`src/hdl/ccs_pkg.sv`:
```
package ccs_pkg;

    // bus and field widths
    localparam int ADDR_W = 4;
    localparam int DATA_W = 32;

    // configuration register indexes (paddr[3:2])
    localparam logic [1:0] REG_YEAR_LOW      = 2'd0;
    localparam logic [1:0] REG_YEAR_HIGH     = 2'd1;
    localparam logic [1:0] REG_VIEW_YEAR_LOW = 2'd2;
    localparam logic [1:0] REG_VIEW_HOLD     = 2'd3;

    // configuration reset values
    localparam logic [11:0] YEAR_LOW_RST      = 12'd2000;
    localparam logic [11:0] YEAR_HIGH_RST     = 12'd2099;
    localparam logic [11:0] VIEW_YEAR_LOW_RST = 12'd1900;
    localparam logic [7:0]  VIEW_HOLD_RST     = 8'd30;

    // calendar constants
    localparam logic [11:0] YEAR_RST = 12'd2000;
    localparam logic [11:0] YEAR_TOP = 12'd4095;

    // operating modes
    localparam logic [2:0] MODE_RUN    = 3'd0;
    localparam logic [2:0] MODE_YEAR   = 3'd1;
    localparam logic [2:0] MODE_MONTH  = 3'd2;
    localparam logic [2:0] MODE_DAY    = 3'd3;
    localparam logic [2:0] MODE_HOUR   = 3'd4;
    localparam logic [2:0] MODE_MINUTE = 3'd5;

    // date unit operations
    localparam logic OP_MLEN    = 1'b0;
    localparam logic OP_WEEKDAY = 1'b1;

    typedef struct packed {
        logic [5:0] elapsed_seconds;
        logic       press_up;
        logic       press_down;
        logic       press_set;
    } item_t;

    typedef struct packed {
        logic [11:0] year;
        logic [3:0]  month;
        logic [4:0]  day;
        logic [4:0]  hour;
        logic [5:0]  minute;
        logic [5:0]  second;
        logic [2:0]  mode;
        logic [11:0] view_year;
        logic [3:0]  view_month;
        logic [2:0]  weekday_today;
        logic [2:0]  view_first_weekday;
        logic [4:0]  view_month_days;
    } result_t;

    typedef struct packed {
        logic [11:0] year_low;
        logic [11:0] year_high;
        logic [11:0] view_year_low;
        logic [7:0]  view_hold;
    } cfg_t;

    typedef struct packed {
        logic        start;
        logic        op;
        logic [11:0] year;
        logic [3:0]  month;
        logic [4:0]  day;
    } calc_req_t;

    typedef struct packed {
        logic       done;
        logic [4:0] value;
    } calc_rsp_t;

    // one step up or down with wraparound; below lo lands on hi, above hi on lo
    function automatic logic [11:0] wrap_step(input logic [11:0] x, input logic dec,
                                              input logic [11:0] lo, input logic [11:0] hi);
        logic signed [13:0] v;
        logic [11:0]        r;
        v = dec ? ($signed({2'b00, x}) - 14'sd1) : ($signed({2'b00, x}) + 14'sd1);
        if (v < $signed({2'b00, lo}))
            r = hi;
        else if (v > $signed({2'b00, hi}))
            r = lo;
        else
            r = v[11:0];
        return r;
    endfunction

    // days in a month
    function automatic logic [4:0] month_days(input logic [3:0] m, input logic leap);
        logic [4:0] d;
        unique case (m)
            4'd2:                      d = leap ? 5'd29 : 5'd28;
            4'd4, 4'd6, 4'd9, 4'd11:   d = 5'd30;
            default:                   d = 5'd31;
        endcase
        return d;
    endfunction

    // month term of the weekday sum, march based (jan and feb count as 13 and 14)
    function automatic logic [5:0] month_offset(input logic [3:0] m);
        logic [5:0] t;
        unique case (m)
            4'd1:    t = 6'd36;
            4'd2:    t = 6'd39;
            4'd3:    t = 6'd10;
            4'd4:    t = 6'd13;
            4'd5:    t = 6'd15;
            4'd6:    t = 6'd18;
            4'd7:    t = 6'd20;
            4'd8:    t = 6'd23;
            4'd9:    t = 6'd26;
            4'd10:   t = 6'd28;
            4'd11:   t = 6'd31;
            4'd12:   t = 6'd33;
            default: t = 6'd0;
        endcase
        return t;
    endfunction

endpackage

```
`src/hdl/ccs_datecalc.sv`:
```
module ccs_datecalc (
    input  logic               clk,
    input  logic               rst_n,
    input  ccs_pkg::calc_req_t req,
    output ccs_pkg::calc_rsp_t rsp
);
    import ccs_pkg::*;

    localparam logic [1:0] U_IDLE = 2'd0;
    localparam logic [1:0] U_MUL  = 2'd1;
    localparam logic [1:0] U_SUM  = 2'd2;
    localparam logic [1:0] U_MOD  = 2'd3;

    logic [1:0]  ustate_reg, ustate_next;
    logic        done_reg, done_next;
    logic        op_reg, op_next;
    logic [12:0] yy_reg, yy_next;
    logic [3:0]  month_reg, month_next;
    logic [4:0]  day_reg, day_next;
    logic [5:0]  toff_reg, toff_next;
    logic [5:0]  q_reg, q_next;
    logic [8:0]  sum_reg, sum_next;
    logic [4:0]  value_reg, value_next;

    logic        early;
    logic [25:0] prod;
    logic [12:0] hund;
    logic [12:0] zdiff;
    logic [6:0]  z;
    logic        leap;
    logic [8:0]  sum_in;
    logic [17:0] prod7;
    logic [5:0]  q7;
    logic [8:0]  rem;

    // datapath: century by reciprocal multiply, then remainder mod 7 by reciprocal
    always_comb
    begin
        early  = (req.month < 4'd3);
        prod   = {13'd0, yy_reg} * 26'd5243;
        hund   = {7'd0, q_reg} * 13'd100;
        zdiff  = yy_reg - hund;
        z      = zdiff[6:0];
        leap   = (yy_reg[1:0] == 2'd0) && ((z != 7'd0) || (q_reg[1:0] == 2'd0));
        sum_in = {4'd0, day_reg} + {3'd0, toff_reg} + {2'd0, z} + {4'd0, z[6:2]}
               + {1'b0, q_reg, 2'b00} + {3'd0, q_reg} + {5'd0, q_reg[5:2]} + 9'd6;
        prod7  = {9'd0, sum_reg} * 18'd293;
        q7     = prod7[16:11];
        rem    = sum_reg - ({3'd0, q7} * 9'd7);
    end

    // small sequencer over the reciprocal multiply datapath
    always_comb
    begin
        ustate_next = ustate_reg;
        done_next   = 1'b0;
        op_next     = op_reg;
        yy_next     = yy_reg;
        month_next  = month_reg;
        day_next    = day_reg;
        toff_next   = toff_reg;
        q_next      = q_reg;
        sum_next    = sum_reg;
        value_next  = value_reg;
        unique case (ustate_reg)
            U_IDLE:
            begin
                if (req.start)
                begin
                    op_next    = req.op;
                    month_next = req.month;
                    day_next   = req.day;
                    toff_next  = month_offset(req.month);
                    if (req.op == OP_WEEKDAY)
                        yy_next = {1'b0, req.year} + 13'd400 - {12'd0, early};
                    else
                        yy_next = {1'b0, req.year};
                    ustate_next = U_MUL;
                end
            end
            U_MUL:
            begin
                q_next      = prod[24:19];
                ustate_next = U_SUM;
            end
            U_SUM:
            begin
                if (op_reg == OP_MLEN)
                begin
                    value_next  = month_days(month_reg, leap);
                    done_next   = 1'b1;
                    ustate_next = U_IDLE;
                end
                else
                begin
                    sum_next    = sum_in;
                    ustate_next = U_MOD;
                end
            end
            default:
            begin
                value_next  = {2'b00, rem[2:0]};
                done_next   = 1'b1;
                ustate_next = U_IDLE;
            end
        endcase
    end

    always_ff @(posedge clk or negedge rst_n)
    begin
        if (!rst_n)
        begin
            ustate_reg <= U_IDLE;
            done_reg   <= 1'b0;
        end
        else
        begin
            ustate_reg <= ustate_next;
            done_reg   <= done_next;
        end
    end

    always_ff @(posedge clk)
    begin
        op_reg    <= op_next;
        yy_reg    <= yy_next;
        month_reg <= month_next;
        day_reg   <= day_next;
        toff_reg  <= toff_next;
        q_reg     <= q_next;
        sum_reg   <= sum_next;
        value_reg <= value_next;
    end

    assign rsp.done  = done_reg;
    assign rsp.value = value_reg;

endmodule

```
`src/hdl/ccs_regs.sv`:
```
module ccs_regs (
    input  logic                         clk,
    input  logic                         rst_n,
    input  logic                         psel,
    input  logic                         penable,
    input  logic                         pwrite,
    input  logic [ccs_pkg::ADDR_W-1:0]   paddr,
    input  logic [ccs_pkg::DATA_W-1:0]   pwdata,
    output logic [ccs_pkg::DATA_W-1:0]   prdata,
    output logic                         pready,
    output ccs_pkg::cfg_t                cfg
);
    import ccs_pkg::*;

    logic [11:0] year_low_reg, year_low_next;
    logic [11:0] year_high_reg, year_high_next;
    logic [11:0] view_year_low_reg, view_year_low_next;
    logic [7:0]  view_hold_reg, view_hold_next;
    logic        wr_en;
    logic [1:0]  index;

    assign wr_en  = psel && penable && pwrite;
    assign index  = paddr[ADDR_W-1:2];
    assign pready = 1'b1;

    // register write decode
    always_comb
    begin
        year_low_next      = year_low_reg;
        year_high_next     = year_high_reg;
        view_year_low_next = view_year_low_reg;
        view_hold_next     = view_hold_reg;
        if (wr_en)
        begin
            unique case (index)
                REG_YEAR_LOW:      year_low_next      = pwdata[11:0];
                REG_YEAR_HIGH:     year_high_next     = pwdata[11:0];
                REG_VIEW_YEAR_LOW: view_year_low_next = pwdata[11:0];
                default:           view_hold_next     = pwdata[7:0];
            endcase
        end
    end

    // read mux
    always_comb
    begin
        unique case (index)
            REG_YEAR_LOW:      prdata = {20'd0, year_low_reg};
            REG_YEAR_HIGH:     prdata = {20'd0, year_high_reg};
            REG_VIEW_YEAR_LOW: prdata = {20'd0, view_year_low_reg};
            default:           prdata = {24'd0, view_hold_reg};
        endcase
    end

    always_ff @(posedge clk or negedge rst_n)
    begin
        if (!rst_n)
        begin
            year_low_reg      <= YEAR_LOW_RST;
            year_high_reg     <= YEAR_HIGH_RST;
            view_year_low_reg <= VIEW_YEAR_LOW_RST;
            view_hold_reg     <= VIEW_HOLD_RST;
        end
        else
        begin
            year_low_reg      <= year_low_next;
            year_high_reg     <= year_high_next;
            view_year_low_reg <= view_year_low_next;
            view_hold_reg     <= view_hold_next;
        end
    end

    assign cfg.year_low      = year_low_reg;
    assign cfg.year_high     = year_high_reg;
    assign cfg.view_year_low = view_year_low_reg;
    assign cfg.view_hold     = view_hold_reg;

endmodule

```
`src/hdl/calendar_clock_with_setting.sv`:
```
// Calendar clock with setting modes and month browsing. Each input transfer carries the
// seconds elapsed since the last one plus the up, down and set buttons, and yields one
// result transfer with the date, time, mode, browsed month, both weekdays and the browsed
// month's length. One item at a time is worked on: after acceptance the buttons act, a new
// month length is fetched when the year or month is set, normal mode ticks one second per
// cycle (clamped to MAX_TICKS) and pauses to fetch a new month length when those seconds
// roll into a new month, the view hold counts down, and the shared date unit then gives
// today's weekday, the browsed month's first weekday and its length, each by reciprocal
// multiplies. The next item is taken once the block is back in idle, even while the
// previous result still waits in the output register.
module calendar_clock_with_setting #(
    parameter int MAX_TICKS = 63
) (
    input  logic                         clk,
    input  logic                         rst_n,
    input  logic                         item_valid,
    output logic                         item_stall,
    input  ccs_pkg::item_t               item,
    output logic                         result_valid,
    input  logic                         result_stall,
    output ccs_pkg::result_t             result,
    input  logic                         psel,
    input  logic                         penable,
    input  logic                         pwrite,
    input  logic [ccs_pkg::ADDR_W-1:0]   paddr,
    input  logic [ccs_pkg::DATA_W-1:0]   pwdata,
    output logic [ccs_pkg::DATA_W-1:0]   prdata,
    output logic                         pready
);
    import ccs_pkg::*;

    localparam logic [7:0] TICK_LIMIT = 8'(MAX_TICKS);

    localparam logic [3:0] S_IDLE = 4'd0;
    localparam logic [3:0] S_BTN  = 4'd1;
    localparam logic [3:0] S_LEN  = 4'd2;
    localparam logic [3:0] S_TICK = 4'd3;
    localparam logic [3:0] S_VIEW = 4'd4;
    localparam logic [3:0] S_WDT  = 4'd5;
    localparam logic [3:0] S_WDV  = 4'd6;
    localparam logic [3:0] S_MLV  = 4'd7;
    localparam logic [3:0] S_FIN  = 4'd8;

    cfg_t      cfg;
    calc_req_t calc_req;
    calc_rsp_t calc_rsp;

    // control and calendar state
    logic [3:0]  state_reg, state_next;
    logic [2:0]  mode_reg, mode_next;
    logic [11:0] year_reg, year_next;
    logic [3:0]  month_reg, month_next;
    logic [4:0]  day_reg, day_next;
    logic [4:0]  mlen_reg, mlen_next;
    logic [4:0]  hour_reg, hour_next;
    logic [5:0]  minute_reg, minute_next;
    logic [5:0]  second_reg, second_next;
    logic [11:0] view_year_reg, view_year_next;
    logic [3:0]  view_month_reg, view_month_next;
    logic [7:0]  hold_reg, hold_next;
    logic        issued_reg, issued_next;
    logic        out_valid_reg, out_valid_next;

    // per-item payload
    logic [5:0]  secs_reg, secs_next;
    logic [5:0]  cnt_reg, cnt_next;
    logic        up_reg, up_next;
    logic        dn_reg, dn_next;
    logic [2:0]  wd_today_reg, wd_today_next;
    logic [2:0]  wd_view_reg, wd_view_next;
    logic [4:0]  vdays_reg, vdays_next;
    result_t     out_reg, out_next;

    logic        item_accept;
    logic [5:0]  secs_in;
    logic signed [9:0] hold_diff;
    logic [11:0] vm_step;
    logic [11:0] vy_step;
    logic [11:0] year_step;
    logic [11:0] month_step;
    logic [11:0] day_step;
    logic [11:0] hour_step;
    logic [11:0] minute_step;

    ccs_regs u_regs (
        .clk     (clk),
        .rst_n   (rst_n),
        .psel    (psel),
        .penable (penable),
        .pwrite  (pwrite),
        .paddr   (paddr),
        .pwdata  (pwdata),
        .prdata  (prdata),
        .pready  (pready),
        .cfg     (cfg)
    );

    ccs_datecalc u_datecalc (
        .clk   (clk),
        .rst_n (rst_n),
        .req   (calc_req),
        .rsp   (calc_rsp)
    );

    assign item_stall   = (state_reg != S_IDLE);
    assign item_accept  = item_valid && !item_stall;
    assign result_valid = out_valid_reg;
    assign result       = out_reg;

    // clamp the elapsed seconds
    assign secs_in = ({2'b00, item.elapsed_seconds} > TICK_LIMIT) ? TICK_LIMIT[5:0]
                                                                   : item.elapsed_seconds;

    // one-step candidates for the button edits
    always_comb
    begin
        vm_step     = wrap_step({8'd0, view_month_reg}, dn_reg, 12'd1, 12'd12);
        vy_step     = wrap_step(view_year_reg, dn_reg, cfg.view_year_low, cfg.year_high);
        year_step   = wrap_step(year_reg, dn_reg, cfg.year_low, cfg.year_high);
        month_step  = wrap_step({8'd0, month_reg}, dn_reg, 12'd1, 12'd12);
        day_step    = wrap_step({7'd0, day_reg}, dn_reg, 12'd1, {7'd0, mlen_reg});
        hour_step   = wrap_step({7'd0, hour_reg}, dn_reg, 12'd0, 12'd23);
        minute_step = wrap_step({6'd0, minute_reg}, dn_reg, 12'd0, 12'd59);
    end

    // date unit request by sequencer step
    always_comb
    begin
        calc_req.start = 1'b0;
        calc_req.op    = OP_MLEN;
        calc_req.year  = year_reg;
        calc_req.month = month_reg;
        calc_req.day   = day_reg;
        unique case (state_reg)
            S_LEN:
            begin
                calc_req.start = !issued_reg;
            end
            S_WDT:
            begin
                calc_req.start = !issued_reg;
                calc_req.op    = OP_WEEKDAY;
            end
            S_WDV:
            begin
                calc_req.start = !issued_reg;
                calc_req.op    = OP_WEEKDAY;
                calc_req.year  = view_year_reg;
                calc_req.month = view_month_reg;
                calc_req.day   = 5'd1;
            end
            S_MLV:
            begin
                calc_req.start = !issued_reg;
                calc_req.year  = view_year_reg;
                calc_req.month = view_month_reg;
            end
            default:
            begin
            end
        endcase
    end

    // main sequencer
    always_comb
    begin
        state_next      = state_reg;
        mode_next       = mode_reg;
        year_next       = year_reg;
        month_next      = month_reg;
        day_next        = day_reg;
        mlen_next       = mlen_reg;
        hour_next       = hour_reg;
        minute_next     = minute_reg;
        second_next     = second_reg;
        view_year_next  = view_year_reg;
        view_month_next = view_month_reg;
        hold_next       = hold_reg;
        secs_next       = secs_reg;
        cnt_next        = cnt_reg;
        up_next         = up_reg;
        dn_next         = dn_reg;
        wd_today_next   = wd_today_reg;
        wd_view_next    = wd_view_reg;
        vdays_next      = vdays_reg;
        out_next        = out_reg;
        out_valid_next  = out_valid_reg && result_stall;
        hold_diff       = $signed({2'b00, hold_reg}) - $signed({4'b0000, secs_reg});

        // request handshake with the date unit
        issued_next = issued_reg;
        if (calc_req.start)
            issued_next = 1'b1;
        if (calc_rsp.done)
            issued_next = 1'b0;

        unique case (state_reg)
            S_IDLE:
            begin
                if (item_accept)
                begin
                    secs_next = secs_in;
                    cnt_next  = secs_in;
                    up_next   = item.press_up;
                    dn_next   = item.press_down;
                    if (item.press_set)
                        mode_next = (mode_reg == MODE_MINUTE) ? MODE_RUN : mode_reg + 3'd1;
                    state_next = S_BTN;
                end
            end

            // buttons act in the mode just selected; up with down cancels
            S_BTN:
            begin
                state_next = S_TICK;
                if (up_reg != dn_reg)
                begin
                    if (mode_reg == MODE_RUN)
                    begin
                        view_month_next = vm_step[3:0];
                        if ((!dn_reg && vm_step[3:0] == 4'd1) || (dn_reg && vm_step[3:0] == 4'd12))
                            view_year_next = vy_step;
                        hold_next = cfg.view_hold;
                    end
                    else
                    begin
                        unique case (mode_reg)
                            MODE_YEAR:
                            begin
                                year_next  = year_step;
                                state_next = S_LEN;
                            end
                            MODE_MONTH:
                            begin
                                month_next = month_step[3:0];
                                state_next = S_LEN;
                            end
                            MODE_DAY:
                            begin
                                day_next = day_step[4:0];
                            end
                            MODE_HOUR:
                            begin
                                hour_next   = hour_step[4:0];
                                second_next = 6'd0;
                            end
                            default:
                            begin
                                minute_next = minute_step[5:0];
                                second_next = 6'd0;
                            end
                        endcase
                    end
                end
            end

            // new month length, day clamped to it
            S_LEN:
            begin
                if (calc_rsp.done)
                begin
                    mlen_next = calc_rsp.value;
                    if (day_reg > calc_rsp.value)
                        day_next = calc_rsp.value;
                    state_next = S_TICK;
                end
            end

            // one second per cycle, normal mode only; a month rollover pauses for the new month length
            S_TICK:
            begin
                if (mode_reg == MODE_RUN && cnt_reg != 6'd0)
                begin
                    cnt_next = cnt_reg - 6'd1;
                    if (second_reg != 6'd59)
                        second_next = second_reg + 6'd1;
                    else
                    begin
                        second_next = 6'd0;
                        if (minute_reg != 6'd59)
                            minute_next = minute_reg + 6'd1;
                        else
                        begin
                            minute_next = 6'd0;
                            if (hour_reg != 5'd23)
                                hour_next = hour_reg + 5'd1;
                            else
                            begin
                                hour_next = 5'd0;
                                if (day_reg < mlen_reg)
                                    day_next = day_reg + 5'd1;
                                else
                                begin
                                    day_next = 5'd1;
                                    if (month_reg != 4'd12)
                                        month_next = month_reg + 4'd1;
                                    else
                                    begin
                                        month_next = 4'd1;
                                        if (year_reg != YEAR_TOP)
                                            year_next = year_reg + 12'd1;
                                    end
                                    state_next = S_LEN;
                                end
                            end
                        end
                    end
                end
                else
                    state_next = S_VIEW;
            end

            // hold countdown, view falls back to today
            S_VIEW:
            begin
                if (mode_reg == MODE_RUN)
                begin
                    if (secs_reg != 6'd0)
                    begin
                        if (hold_diff <= 10'sd0)
                        begin
                            view_year_next  = year_reg;
                            view_month_next = month_reg;
                            hold_next       = 8'd0;
                        end
                        else
                            hold_next = hold_diff[7:0];
                    end
                end
                else
                begin
                    view_year_next  = year_reg;
                    view_month_next = month_reg;
                    hold_next       = 8'd0;
                end
                state_next = S_WDT;
            end

            S_WDT:
            begin
                if (calc_rsp.done)
                begin
                    wd_today_next = calc_rsp.value[2:0];
                    state_next    = S_WDV;
                end
            end

            S_WDV:
            begin
                if (calc_rsp.done)
                begin
                    wd_view_next = calc_rsp.value[2:0];
                    state_next   = S_MLV;
                end
            end

            S_MLV:
            begin
                if (calc_rsp.done)
                begin
                    vdays_next = calc_rsp.value;
                    state_next = S_FIN;
                end
            end

            // load the output register once it is free
            S_FIN:
            begin
                if (!out_valid_reg || !result_stall)
                begin
                    out_next.year               = year_reg;
                    out_next.month              = month_reg;
                    out_next.day                = day_reg;
                    out_next.hour               = hour_reg;
                    out_next.minute             = minute_reg;
                    out_next.second             = second_reg;
                    out_next.mode               = mode_reg;
                    out_next.view_year          = view_year_reg;
                    out_next.view_month         = view_month_reg;
                    out_next.weekday_today      = wd_today_reg;
                    out_next.view_first_weekday = wd_view_reg;
                    out_next.view_month_days    = vdays_reg;
                    out_valid_next              = 1'b1;
                    state_next                  = S_IDLE;
                end
            end

            default:
            begin
                state_next = S_IDLE;
            end
        endcase
    end

    always_ff @(posedge clk or negedge rst_n)
    begin
        if (!rst_n)
        begin
            state_reg      <= S_IDLE;
            mode_reg       <= MODE_RUN;
            year_reg       <= YEAR_RST;
            month_reg      <= 4'd1;
            day_reg        <= 5'd1;
            mlen_reg       <= 5'd31;
            hour_reg       <= 5'd0;
            minute_reg     <= 6'd0;
            second_reg     <= 6'd0;
            view_year_reg  <= YEAR_RST;
            view_month_reg <= 4'd1;
            hold_reg       <= 8'd0;
            issued_reg     <= 1'b0;
            out_valid_reg  <= 1'b0;
        end
        else
        begin
            state_reg      <= state_next;
            mode_reg       <= mode_next;
            year_reg       <= year_next;
            month_reg      <= month_next;
            day_reg        <= day_next;
            mlen_reg       <= mlen_next;
            hour_reg       <= hour_next;
            minute_reg     <= minute_next;
            second_reg     <= second_next;
            view_year_reg  <= view_year_next;
            view_month_reg <= view_month_next;
            hold_reg       <= hold_next;
            issued_reg     <= issued_next;
            out_valid_reg  <= out_valid_next;
        end
    end

    always_ff @(posedge clk)
    begin
        secs_reg     <= secs_next;
        cnt_reg      <= cnt_next;
        up_reg       <= up_next;
        dn_reg       <= dn_next;
        wd_today_reg <= wd_today_next;
        wd_view_reg  <= wd_view_next;
        vdays_reg    <= vdays_next;
        out_reg      <= out_next;
    end

endmodule

```
`config.mk`:
```
export PLATFORM = sky130hd
export DESIGN_NAME = calendar_clock_with_setting
export DESIGN_NICKNAME = d
export VERILOG_FILES = /design/src/hdl/ccs_pkg.sv /design/src/hdl/ccs_datecalc.sv /design/src/hdl/ccs_regs.sv /design/src/hdl/calendar_clock_with_setting.sv
export SDC_FILE = /design/constraint.sdc
export NUM_CORES = 1
export LEC_CHECK = 0
export ABC_AREA = 1
export BUFFER_PORTS_ARGS = -buffer_cell sky130_fd_sc_hd__buf_2
export CORE_MARGIN = 3
export CORE_UTILIZATION = 33
export CTS_BUF_LIST = sky130_fd_sc_hd__clkbuf_16
export DETAILED_ROUTE_END_ITERATION = 10
export GPL_TIMING_DRIVEN = 0
export SLEW_MARGIN = 10
export SYNTH_ARGS = -nofsm -noshare
export SYNTH_HDL_FRONTEND = slang
export SYNTH_SLANG_ARGS = --single-unit
```
`constraint.sdc`:
```
create_clock -name clk -period 7.9 [get_ports clk]
set_input_delay 0.395 -clock clk [delete_from_list [all_inputs] [get_ports clk]]
set_output_delay 0.395 -clock clk [all_outputs]
set_load 0.01 [all_outputs]
```
==> results of run 1 <==
==> area by class of cell <==
cell class / count / share of cell area
Tap cell: 846 / 0.0441
Clock inverter: 26 / 0.00531
Timing Repair Buffer: 119 / 0.0295
Buffer: 83 / 0.0196
Inverter: 429 / 0.0670
Multi-Input combinational cell: 1767 / 0.500
Sequential cell: 261 / 0.303
Clock buffer: 30 / 0.0313
==> critical path, cell delays in order, from the launching register on <==
cell	delay, ns
sky130_fd_sc_hd__edfxtp_1	0.63
sky130_fd_sc_hd__fa_1	0.50
sky130_fd_sc_hd__ha_1	0.29
sky130_fd_sc_hd__inv_1	0.05
sky130_fd_sc_hd__fa_1	0.47
sky130_fd_sc_hd__inv_1	0.05
sky130_fd_sc_hd__fa_1	0.52
sky130_fd_sc_hd__inv_1	0.05
sky130_fd_sc_hd__fa_1	0.52
sky130_fd_sc_hd__inv_1	0.05
sky130_fd_sc_hd__ha_1	0.35
sky130_fd_sc_hd__nand4_1	0.16
sky130_fd_sc_hd__nor4_1	0.49
sky130_fd_sc_hd__o21ai_0	0.28
sky130_fd_sc_hd__nand3_1	0.17
sky130_fd_sc_hd__a21oi_1	0.09
sky130_fd_sc_hd__xor2_1	0.18
==> layer usage <==
metal / track usage / vias to the layer above / wire (um)
li1: - / 8607 / -
met1: 0.243 / 8080 / 27300
met2: 0.273 / 477 / 25900
met3: 0.0197 / 76 / 2820
met4: 0.0364 / 2 / 1310
met5: 0 / - / 9
==> cells by family after synthesis <==
| logic type | count (synthesis) | synth area share |
|---|---|---|
| xor+xnor | 100 | 0.0412 |
| fa+ha+maj | 338 | 0.229 |
| compound gates | 394 | 0.105 |
| simple gates | 911 | 0.183 |
| flops | 261 | 0.342 |
| other cells | 2 | 0.000353 |
| mux | 3 | 0.00147 |
| buf+inv | 512 | 0.0978 |
==> worst max-delay path by stage <==
stage / end / slack (ns)
finish: u_datecalc.q_reg[5] / 2.77
CTS: u_datecalc.q_reg[5] / 2.74
floorplan: result[0] / 3.21
global placement: result[17] / 0.90
detailed placement: u_datecalc.q_reg[5] / 2.79
global route: u_datecalc.q_reg[5] / 2.49
==> cells in the final DEF (no fill, tap or decap), types with 30 or more instances in the layout <==
cell type and count:
sky130_fd_sc_hd__nand2_1 510, sky130_fd_sc_hd__inv_1 421, sky130_fd_sc_hd__ha_1 251, sky130_fd_sc_hd__o21ai_0 163, sky130_fd_sc_hd__nor2_1 149, sky130_fd_sc_hd__edfxtp_1 139
sky130_fd_sc_hd__nand3_1 137, sky130_fd_sc_hd__buf_2 131, sky130_fd_sc_hd__a21oi_1 126, sky130_fd_sc_hd__fa_1 87, sky130_fd_sc_hd__dfrtp_1 81, sky130_fd_sc_hd__xor2_1 69
sky130_fd_sc_hd__nand4_1 41, sky130_fd_sc_hd__dfstp_2 41, sky130_fd_sc_hd__xnor2_1 31, sky130_fd_sc_hd__nor3_1 30, sky130_fd_sc_hd__buf_4 30, sky130_fd_sc_hd__clkbuf_16 30
==> through the flow <==
stage	setup slack, ns	utilization	std cells
6_report	2.77	0.379	3561
5_1_grt	2.49	0.379	3561
4_1_cts	2.74	0.379	3561
3_5_place_dp	2.79	0.364	3502
3_3_place_gp	0.897	0.362	3497
2_1_floorplan	3.21	-	2540
==> cell usage after synthesis (26+ instances only) <==
master / number / share of area
sky130_fd_sc_hd__clkbuf_1: 26 / 0.0046
sky130_fd_sc_hd__ha_1: 251 / 0.15
sky130_fd_sc_hd__xor2_1: 69 / 0.028
sky130_fd_sc_hd__dfrtp_1: 81 / 0.095
sky130_fd_sc_hd__dfstp_2: 41 / 0.051
sky130_fd_sc_hd__o21ai_0: 163 / 0.038
sky130_fd_sc_hd__nor2_1: 150 / 0.026
sky130_fd_sc_hd__inv_1: 410 / 0.072
sky130_fd_sc_hd__nand3_1: 137 / 0.032
sky130_fd_sc_hd__nor3_1: 30 / 0.0071
sky130_fd_sc_hd__buf_4: 29 / 0.010
sky130_fd_sc_hd__nand4_1: 41 / 0.012
sky130_fd_sc_hd__edfxtp_1: 139 / 0.20
sky130_fd_sc_hd__fa_1: 87 / 0.082
sky130_fd_sc_hd__xnor2_1: 31 / 0.013
sky130_fd_sc_hd__a21oi_1: 127 / 0.030
sky130_fd_sc_hd__nand2_1: 510 / 0.090
==> repair_timing <==
| item | 4_1_cts | 5_1_grt |
|---|---|---|
| hold endpoints to repair | 37 | 0 |
| hold buffers | 3 | 0 |
| setup buffers | 0 | 0 |
==> results.json, run 1 <==
{
  "syn_to_final_growth_pct": 12.9,
  "clock_tree_from_tritoncts": "yes",
  "synth-warning-count": 0,
  "design.die.area_um2": 67600,
  "worst_hold_startpoint": "item[8]",
  "max-slew-margin-rel": 0.376,
  "final_area_um2": 24000,
  "required_ns": 8.20,
  "drc": 0,
  "design.final.nets": 3081,
  "global_route_wire_length_before_repair_mm": 91.3,
  "num_antenna_cells": 0,
  "report.final.hold_viol_count": 0,
  "r2r_end": "u_datecalc.q_reg[5]",
  "dieWidth_um": 260,
  "final-setup-viol-count": 0,
  "final_max_slew_viol_count": 0,
  "post_route_cells_drive_above_1_share": 0.114,
  "timing.hold.worst.class": "in -> reg",
  "cts.root.buffer_cell": "sky130_fd_sc_hd__clkbuf_16",
  "cts_max_level": 1,
  "core_region_area_um2": 63400,
  "reg2reg_depth": 16,
  "timing.critical_path.from_type": "flip-flop",
  "cts_resized": 0,
  "clk_pin_slew_ns": 0.06,
  "synth_edf_count": 139,
  "timing.fmax_ghz": 0.195,
  "crit_arrival_ns": 5.43,
  "rsz0062_at_grt": "no",
  "post-route-min-period_ns": 5.13,
  "totalNegativeSetupSlack_ns": 0,
  "number_of_global_route_vias_before_repair": 16695,
  "placementRows": 92,
  "placement.cell_area_um2": 23100,
  "post_synth_instance_area_um2": 21300,
  "clkSinkCount": 261,
  "drt-initial-drc-count": 1124,
  "multi_input_area_um2": 12000,
  "clock_skew_ns": 0.0163,
  "tritoncts.num_buffers": 30,
  "route.final.wire_length_mm": 57.3,
  "largest_register_ff_count": 67,
  "yosys_most_used_dff": "sky130_fd_sc_hd__edfxtp_1",
  "route.detailed.wl_per_inst_um": 16.1,
  "vias_per_cell": 4.84,
  "cell_depth_of_the_worst_min_delay_path": 1,
  "critical_path_class": "reg -> reg",
  "grt_start_max_net_pins": 82,
  "crit_path_end_kind": "flip-flop",
  "pin_count": 155,
  "place.gp.congestion": 0.915,
  "max_cap_viols": 0,
  "drt-pass1-iter-count": 5,
  "fill_cells": 6496,
  "globalRouteOverflowTotal": 0,
  "maximum_fanout_count_along_the_critical_path": 7,
  "port_buffers": 111,
  "chipHeight_um": 260,
  "route.vias.total": 17242,
  "worst_slew_pin_slew_ns": 0.927,
  "cts-root-to-sink-buffers": 3,
  "drt.antenna.violating_nets": 0,
  "synth_cell_types": 58,
  "synth_area_per_cell_um2": 8.44,
  "postSynthCellCount": 2521,
  "status": "finished clean",
  "initial_antenna_violation_count": 4,
  "worst_setup_path_startpoint": "u_datecalc.yy_reg[10]",
  "synth_seq_cells": 261,
  "hpwl_mm": 45.7,
  "starting_density": 0.335,
  "worstSkewPairLatency_ns": 0.58,
  "worst_case_hold_path_end_point": "secs_reg[5]",
  "seqCellArea_um2": 7280,
  "seq_area_frac_synth": 0.342,
  "register_to_register_setup_slack_ns": 2.77,
  "hold_slack_ns": 0.0321,
  "postSynth.asyncResetShare": 0.467,
  "final_min_period_over_clock_period": 0.649,
  "r2r-start": "u_datecalc.yy_reg[10]",
  "grt_use_total": 0.169
}
Power of run 1 is left out: the tool's default activity adds up to more than one toggle a clock period on the data nets, which glitch-free logic cannot reach.
==> run 2: changes to the inputs <==
--- a/config.mk
+++ b/config.mk
@@ -5,7 +5,7 @@
 export SDC_FILE = /design/constraint.sdc
 export NUM_CORES = 1
 export LEC_CHECK = 0
-export ABC_AREA = 1
+export ABC_AREA = 0
 export BUFFER_PORTS_ARGS = -buffer_cell sky130_fd_sc_hd__buf_2
 export CORE_MARGIN = 3
 export CORE_UTILIZATION = 33
==> constraint.sdc (replaced) <==
create_clock -name clk -period 4.3 [get_ports clk]
set_input_delay 0.215 -clock clk [delete_from_list [all_inputs] [get_ports clk]]
set_output_delay 0.215 -clock clk [all_outputs]
set_load 0.01 [all_outputs]
==> run 2 against run 1 <==
  * Global-route usage rose by 2.0 points
  * Sequential cell count unchanged
  * Non-clock buffer count is 127 higher
  * Clock-buffer cell count grew 1
  * The flow now finishes with violations (setup timing)
==> results.json, run 2 <==
{
  "status": "finished, violations left",
  "violations": "setup timing",
  "worst_setup_path_startpoint": "u_datecalc.yy_reg[9]",
  "timing.critical_path.from_type": "flip-flop",
  "hpwl_mm": 50.3,
  "dieWidth_um": 260,
  "max-slew-margin-rel": 0.189,
  "critical_path.most_common_cell": "sky130_fd_sc_hd__ha_1",
  "max_cap_viols": 0,
  "clk_pin_slew_ns": 0.06,
  "design.final.nets": 2801,
  "drt-initial-drc-count": 1125,
  "drc": 0,
  "grt.met3_usage": 0.0249,
  "place_ws_ns": -0.993,
  "ys_top_cells_by_count": "282 x sky130_fd_sc_hd__inv_1, 251 x sky130_fd_sc_hd__ha_1, 139 x sky130_fd_sc_hd__edfxtp_1, 132 x sky130_fd_sc_hd__nand2_1, 119 x sky130_fd_sc_hd__o21ai_0",
  "placementRows": 92,
  "port_buffers": 109,
  "critical-path-max-stage-delay_ns": 0.57,
  "worst_hold_startpoint": "penable",
  "vias_per_cell": 5.29,
  "pin_count": 155,
  "yosysMostFrequentCell": "sky130_fd_sc_hd__inv_1",
  "report.final.hold_viol_count": 0,
  "register_to_register_setup_slack_ns": -0.57,
  "rsz0062_at_grt": "yes",
  "post_synth_instance_area_um2": 21300,
  "most_crowded_layer_gr": "met2",
  "num_antenna_cells": 0,
  "timing.hold.worst.class": "in -> reg",
  "worst_slew_pin_slew_ns": 1.22,
  "postSynthCellCount": 2138,
  "cts-root-to-sink-buffers": 3,
  "worstSkewPairLatency_ns": 0.61,
  "mostFrequentLayoutCells": "268 x sky130_fd_sc_hd__inv_1, 230 x sky130_fd_sc_hd__ha_1, 139 x sky130_fd_sc_hd__edfxtp_1, 130 x sky130_fd_sc_hd__nand2_1, 119 x sky130_fd_sc_hd__buf_2",
  "core_region_area_um2": 63400,
  "initial_antenna_violation_count": 2,
  "cp_num_buf_inv": 3,
  "starting_density": 0.336,
  "seqCellArea_um2": 7280,
  "synth_cell_types": 96,
  "cts_max_level": 1,
  "layout.cells.most_common": "sky130_fd_sc_hd__inv_1",
  "route.vias.total": 17367,
  "route.detailed.wl_per_inst_um": 19.8,
  "seq_area_frac_synth": 0.342,
  "met1_track_demand_over_resource": 0.242,
  "cts.root.buffer_cell": "sky130_fd_sc_hd__clkbuf_16",
  "syn_to_final_growth_pct": 20.7,
  "synth_area_per_cell_um2": 9.97,
  "global_route_wire_length_before_repair_mm": 101,
  "synth_seq_cells": 261,
  "r2r-start": "u_datecalc.yy_reg[9]",
  "final_min_period_over_clock_period": 1.13,
  "yosys_most_used_dff": "sky130_fd_sc_hd__edfxtp_1",
  "synth_largest_type_area_fraction": 0.196,
  "place.gp.congestion": 0.913,
  "clkSinkCount": 261,
  "tritoncts.num_buffers": 31,
  "design.die.area_um2": 67600,
  "grt_start_max_net_pins": 67,
  "final-setup-viol-count": 11,
  "route.final.wire_length_mm": 65.1,
  "drt-pass1-iter-count": 5,
  "clock_tree_from_tritoncts": "yes",
  "maximum_fanout_count_along_the_critical_path": 5,
  "required_ns": 4.65,
  "crit_chain": "buf_6 > ha_1 > fa_2 > fa_1 > ha_1 > inv_1 > fa_1 > inv_1 > ha_1 > a21oi_2 > o221ai_4 > a21o_1 > a21oi_2 > or4b_4 > o211a_4",
  "yosys-top-cells-area": "sky130_fd_sc_hd__edfxtp_1 20%, sky130_fd_sc_hd__ha_1 15%, sky130_fd_sc_hd__dfrtp_1 9.5%",
  "number_of_global_route_vias_before_repair": 17671,
  "synth-warning-count": 0,
  "globalRouteOverflowTotal": 0,
  "timing.critical_path.max_delay_family": "adder cells",
  "synth_edf_count": 139,
  "synth_top_cell_by_area": "sky130_fd_sc_hd__edfxtp_1",
  "largest_register_ff_count": 67,
  "post_route_worst_setup_slack_ns": -0.570,
  "chipHeight_um": 260,
  "postSynth.asyncResetShare": 0.467,
  "critical_path_class": "reg -> reg",
  "post_route_cells_drive_above_1_share": 0.211,
  "worst_path_max_delay_cell": "sky130_fd_sc_hd__fa_2",
  "gr-usage-met2": 0.326,
  "post-route-min-period_ns": 4.87,
  "grt_use_total": 0.189,
  "timing.fmax_ghz": 0.205,
  "fill_cells": 6097,
  "multi_input_area_um2": 13100,
  "crit_path_end_kind": "flip-flop",
  "crit_arrival_ns": 5.22,
  "final_max_slew_viol_count": 0,
  "clock_skew_ns": 0.0304,
  "drt.antenna.violating_nets": 0
}
-- run 2: logic make-up after synthesis --
logic type	synth area share
simple gates	0.119
mux	0.0419
compound gates	0.152
buf+inv	0.0743
fa+ha+maj	0.230
other cells	0.000352
flops	0.342
xor+xnor	0.0411
-- run 2: final timing paths --
path                       depth (start not counted)                          end
setup / recovery                                  15          u_datecalc.q_reg[0]
setup reg to reg                                  15          u_datecalc.q_reg[0]
min in group asynchronous                          2  u_regs.view_year_low_reg[7]
max in group asynchronous                          3                  year_reg[4]
hold reg to reg                                    0                    result[1]
hold / removal                                     5  u_regs.view_year_low_reg[2]
-- run 2: layer usage --
layer | share of wire | wire length (um)
met5 | 0.00017 | 11
met4 | 0.039 | 2570
met1 | 0.42 | 27400
met3 | 0.057 | 3710
met2 | 0.48 | 31400
-- run 2: layout make-up --
class / count / area share
buffer: 105 / 0.0221
clock buffer: 31 / 0.0302
clock inverter: 27 / 0.00968
inverter: 282 / 0.0413
multi-input combinational: 1506 / 0.510
sequential: 261 / 0.283
tap: 846 / 0.0412
timing repair buffer: 224 / 0.0619
-- run 2: timing repair --
action	in CTS	in global routing
setup buffers	54	35
endpoints found under the setup margin	45	38
gates resized for setup	60	72
pin swaps	47	44
endpoints found under the hold margin	119	0
hold buffers	23	0
-- run 2: per-stage QoR --
stage	instance area [um2]	cells	TNS (ns)	utilization	hold WS (ns)
finish	25700	3282	-3.47	0.405	0.0578
global route	25700	3282	-5.40	0.405	0.103
CTS	25200	3251	-3.82	0.398	0.0365
detailed placement	23300	3118	-24.51	0.367	0.226
global placement	23200	3112	-54.86	0.365	0.406
floorplan	21500	2157	-1.58	-	-0.0806
-- run 2: worst min-delay path, cell delays in order --
cell,delay (ns)
sky130_fd_sc_hd__buf_2,0.10
sky130_fd_sc_hd__nand3_1,0.07
sky130_fd_sc_hd__nor3b_1,0.11
sky130_fd_sc_hd__nand2_1,0.09
sky130_fd_sc_hd__o21ai_0,0.07
Power of run 2 is left out for the same reason.
==> run 3: changes to the inputs <==
--- a/config.mk
+++ b/config.mk
@@ -7,9 +7,7 @@
 export LEC_CHECK = 0
 export ABC_AREA = 0
 export BUFFER_PORTS_ARGS = -buffer_cell sky130_fd_sc_hd__buf_2
-export CORE_MARGIN = 3
 export CORE_UTILIZATION = 33
-export CTS_BUF_LIST = sky130_fd_sc_hd__clkbuf_16
 export DETAILED_ROUTE_END_ITERATION = 10
 export GPL_TIMING_DRIVEN = 0
 export SLEW_MARGIN = 10
==> run 3 against run 2 <==
  * The flow still finishes with violations (setup timing)
  * Critical path depth up 1
  * Register-to-register slack about the same
  * Clock-buffer cell count rose by 3
  * Clock skew down 0.014 ns
  * Worst hold slack improved by 0.038 ns
  * Global-route usage grew 0.57 points
  * Core utilization fell by 0.24 points
  * Die area decreased by 3.1%
  * Fmax increased by 0.24%
  * Setup slack better by 0.012 ns
  * Non-clock buffer count is 18 lower
  * Routed wire length shrank 1.4%
  * Largest cell class unchanged
==> results.json, run 3 (synthesis results as in run 2) <==
{
  "chipHeight_um": 256,
  "clkSinkCount": 261,
  "syn_to_final_growth_pct": 20.0,
  "initial_antenna_violation_count": 0,
  "drt-pass1-iter-count": 5,
  "required_ns": 4.63,
  "globalRouteOverflowTotal": 0,
  "max_cap_viols": 0,
  "drt.antenna.violating_nets": 0,
  "violations": "setup timing",
  "route.detailed.wl_per_inst_um": 19.7,
  "worst_slew_pin_slew_ns": 1.32,
  "post_route_worst_setup_slack_ns": -0.558,
  "drt-initial-drc-count": 1008,
  "max-slew-margin-rel": 0.122,
  "route.vias.total": 17229,
  "place_ws_ns": -0.963,
  "grt_start_max_net_pins": 66,
  "grt.met3_usage": 0.0251,
  "drc": 0,
  "crit_path_end_kind": "flip-flop",
  "grt_use_total": 0.195,
  "fill_cells": 6158,
  "worstSkewPairLatency_ns": 0.59,
  "gr-usage-met2": 0.338,
  "critical_path_class": "reg -> reg",
  "maximum_fanout_count_along_the_critical_path": 4,
  "fin_cells": 3264,
  "r2r-start": "u_datecalc.yy_reg[5]",
  "timing.fmax_ghz": 0.206,
  "placement.cell_area_um2": 23300,
  "mostFrequentLayoutCells": "267 x sky130_fd_sc_hd__inv_1, 231 x sky130_fd_sc_hd__ha_1, 139 x sky130_fd_sc_hd__edfxtp_1, 131 x sky130_fd_sc_hd__nand2_1, 121 x sky130_fd_sc_hd__buf_2",
  "core_region_area_um2": 63400,
  "multi_input_area_um2": 13000,
  "design.final.nets": 2783,
  "number_of_global_route_vias_before_repair": 17766,
  "cts_max_level": 1,
  "worst_hold_startpoint": "penable",
  "clock_tree_from_tritoncts": "yes",
  "timing.hold.worst.class": "in -> reg",
  "post-route-min-period_ns": 4.86,
  "starting_density": 0.336,
  "global_route_wire_length_before_repair_mm": 100,
  "cts.root.buffer_cell": "sky130_fd_sc_hd__clkbuf_16",
  "tritoncts.num_buffers": 31,
  "worst_setup_path_startpoint": "u_datecalc.yy_reg[5]",
  "final_max_slew_viol_count": 0,
  "report.final.hold_viol_count": 0,
  "clock_skew_ns": 0.0168,
  "layout.cells.most_common": "sky130_fd_sc_hd__inv_1",
  "post_route_cells_drive_above_1_share": 0.202,
  "design.die.area_um2": 65600,
  "place_inst": 3118,
  "seqCellArea_um2": 7280,
  "timing.critical_path.from_type": "flip-flop",
  "vias_per_cell": 5.28,
  "rsz0062_at_grt": "yes",
  "final_area_um2": 25600,
  "dieWidth_um": 256,
  "final_min_period_over_clock_period": 1.13,
  "status": "finished, violations left",
  "placementRows": 92,
  "pin_count": 155,
  "place.gp.congestion": 0.923,
  "port_buffers": 109,
  "largest_register_ff_count": 67,
  "clk_pin_slew_ns": 0.07,
  "final-setup-viol-count": 11,
  "hold_slack_ns": 0.0956,
  "hpwl_mm": 49.9,
  "met1_track_demand_over_resource": 0.245,
  "most_crowded_layer_gr": "met2",
  "cts-root-to-sink-buffers": 3,
  "route.final.wire_length_mm": 64.2,
  "crit_arrival_ns": 5.19
}
run 3: cell count changes in the layout (fill, tap and decap cells not counted), sizes merged:
cell,previous run,this run
clkbuf,90,93
diode,0,1
bufinv,4,6
inv,289,285
clkinv,14,12
buf,247,229
run 3: what timing repair did:
item	in CTS	in global routing
hold buffers	23	0
buffers inserted	50	20
endpoints found under the hold margin	119	0
resized for setup	63	59
pin swaps	48	41
setup endpoints to repair	44	39
run 3: path summary, 6_finish.rpt:
check                                              end  slack, ns  cells after the start
setup / recovery                   u_datecalc.q_reg[0]      -0.56                     16
hold / removal             u_regs.view_year_low_reg[2]        0.1                      5
setup reg to reg                   u_datecalc.q_reg[0]      -0.56                     16
hold reg to reg                              result[0]       0.42                      0
max in group asynchronous                  mlen_reg[1]       3.34                      3
min in group asynchronous  u_regs.view_year_low_reg[1]       0.17                      2
run 3: cell type report:
type / count / share of cell area
plain buffers: 105 / 0.0221
clock buffers: 34 / 0.0308
repair buffers: 206 / 0.0571
clock inverters: 23 / 0.0114
diodes: 1 / 0.0000979
multi-input cells: 1506 / 0.510
flip-flops and latches: 261 / 0.285
well taps: 846 / 0.0414
inverters: 282 / 0.0418
run 3: metal layers:
layer  part of all wire  vias to the layer above
met5                  0                        -
met4              0.037                        0
met3              0.053                      106
met2               0.49                      538
met1               0.42                     8472
li1                   -                     8113
run 3: critical path, cell delays in order, from the launching register on:
cell	delay, ns
sky130_fd_sc_hd__edfxtp_1	0.48
sky130_fd_sc_hd__buf_4	0.21
sky130_fd_sc_hd__ha_1	0.33
sky130_fd_sc_hd__fa_1	0.42
sky130_fd_sc_hd__fa_1	0.47
sky130_fd_sc_hd__ha_1	0.29
sky130_fd_sc_hd__inv_1	0.05
sky130_fd_sc_hd__fa_1	0.52
sky130_fd_sc_hd__inv_1	0.04
sky130_fd_sc_hd__ha_1	0.30
sky130_fd_sc_hd__a21o_1	0.19
sky130_fd_sc_hd__a21oi_2	0.14
sky130_fd_sc_hd__o221ai_2	0.14
sky130_fd_sc_hd__a21o_1	0.22
sky130_fd_sc_hd__a21oi_2	0.16
sky130_fd_sc_hd__or4b_4	0.47
sky130_fd_sc_hd__o211a_4	0.18
run 3: metrics by stage:
step / TNS [ns] / utilization
CTS: -3.75 / 0.398
global placement: -54.28 / 0.365
detailed placement: -23.30 / 0.367
floorplan: -1.58 / -
global route: -5.94 / 0.403
finish: -4.02 / 0.403
Power of run 3 is left out for the same reason.
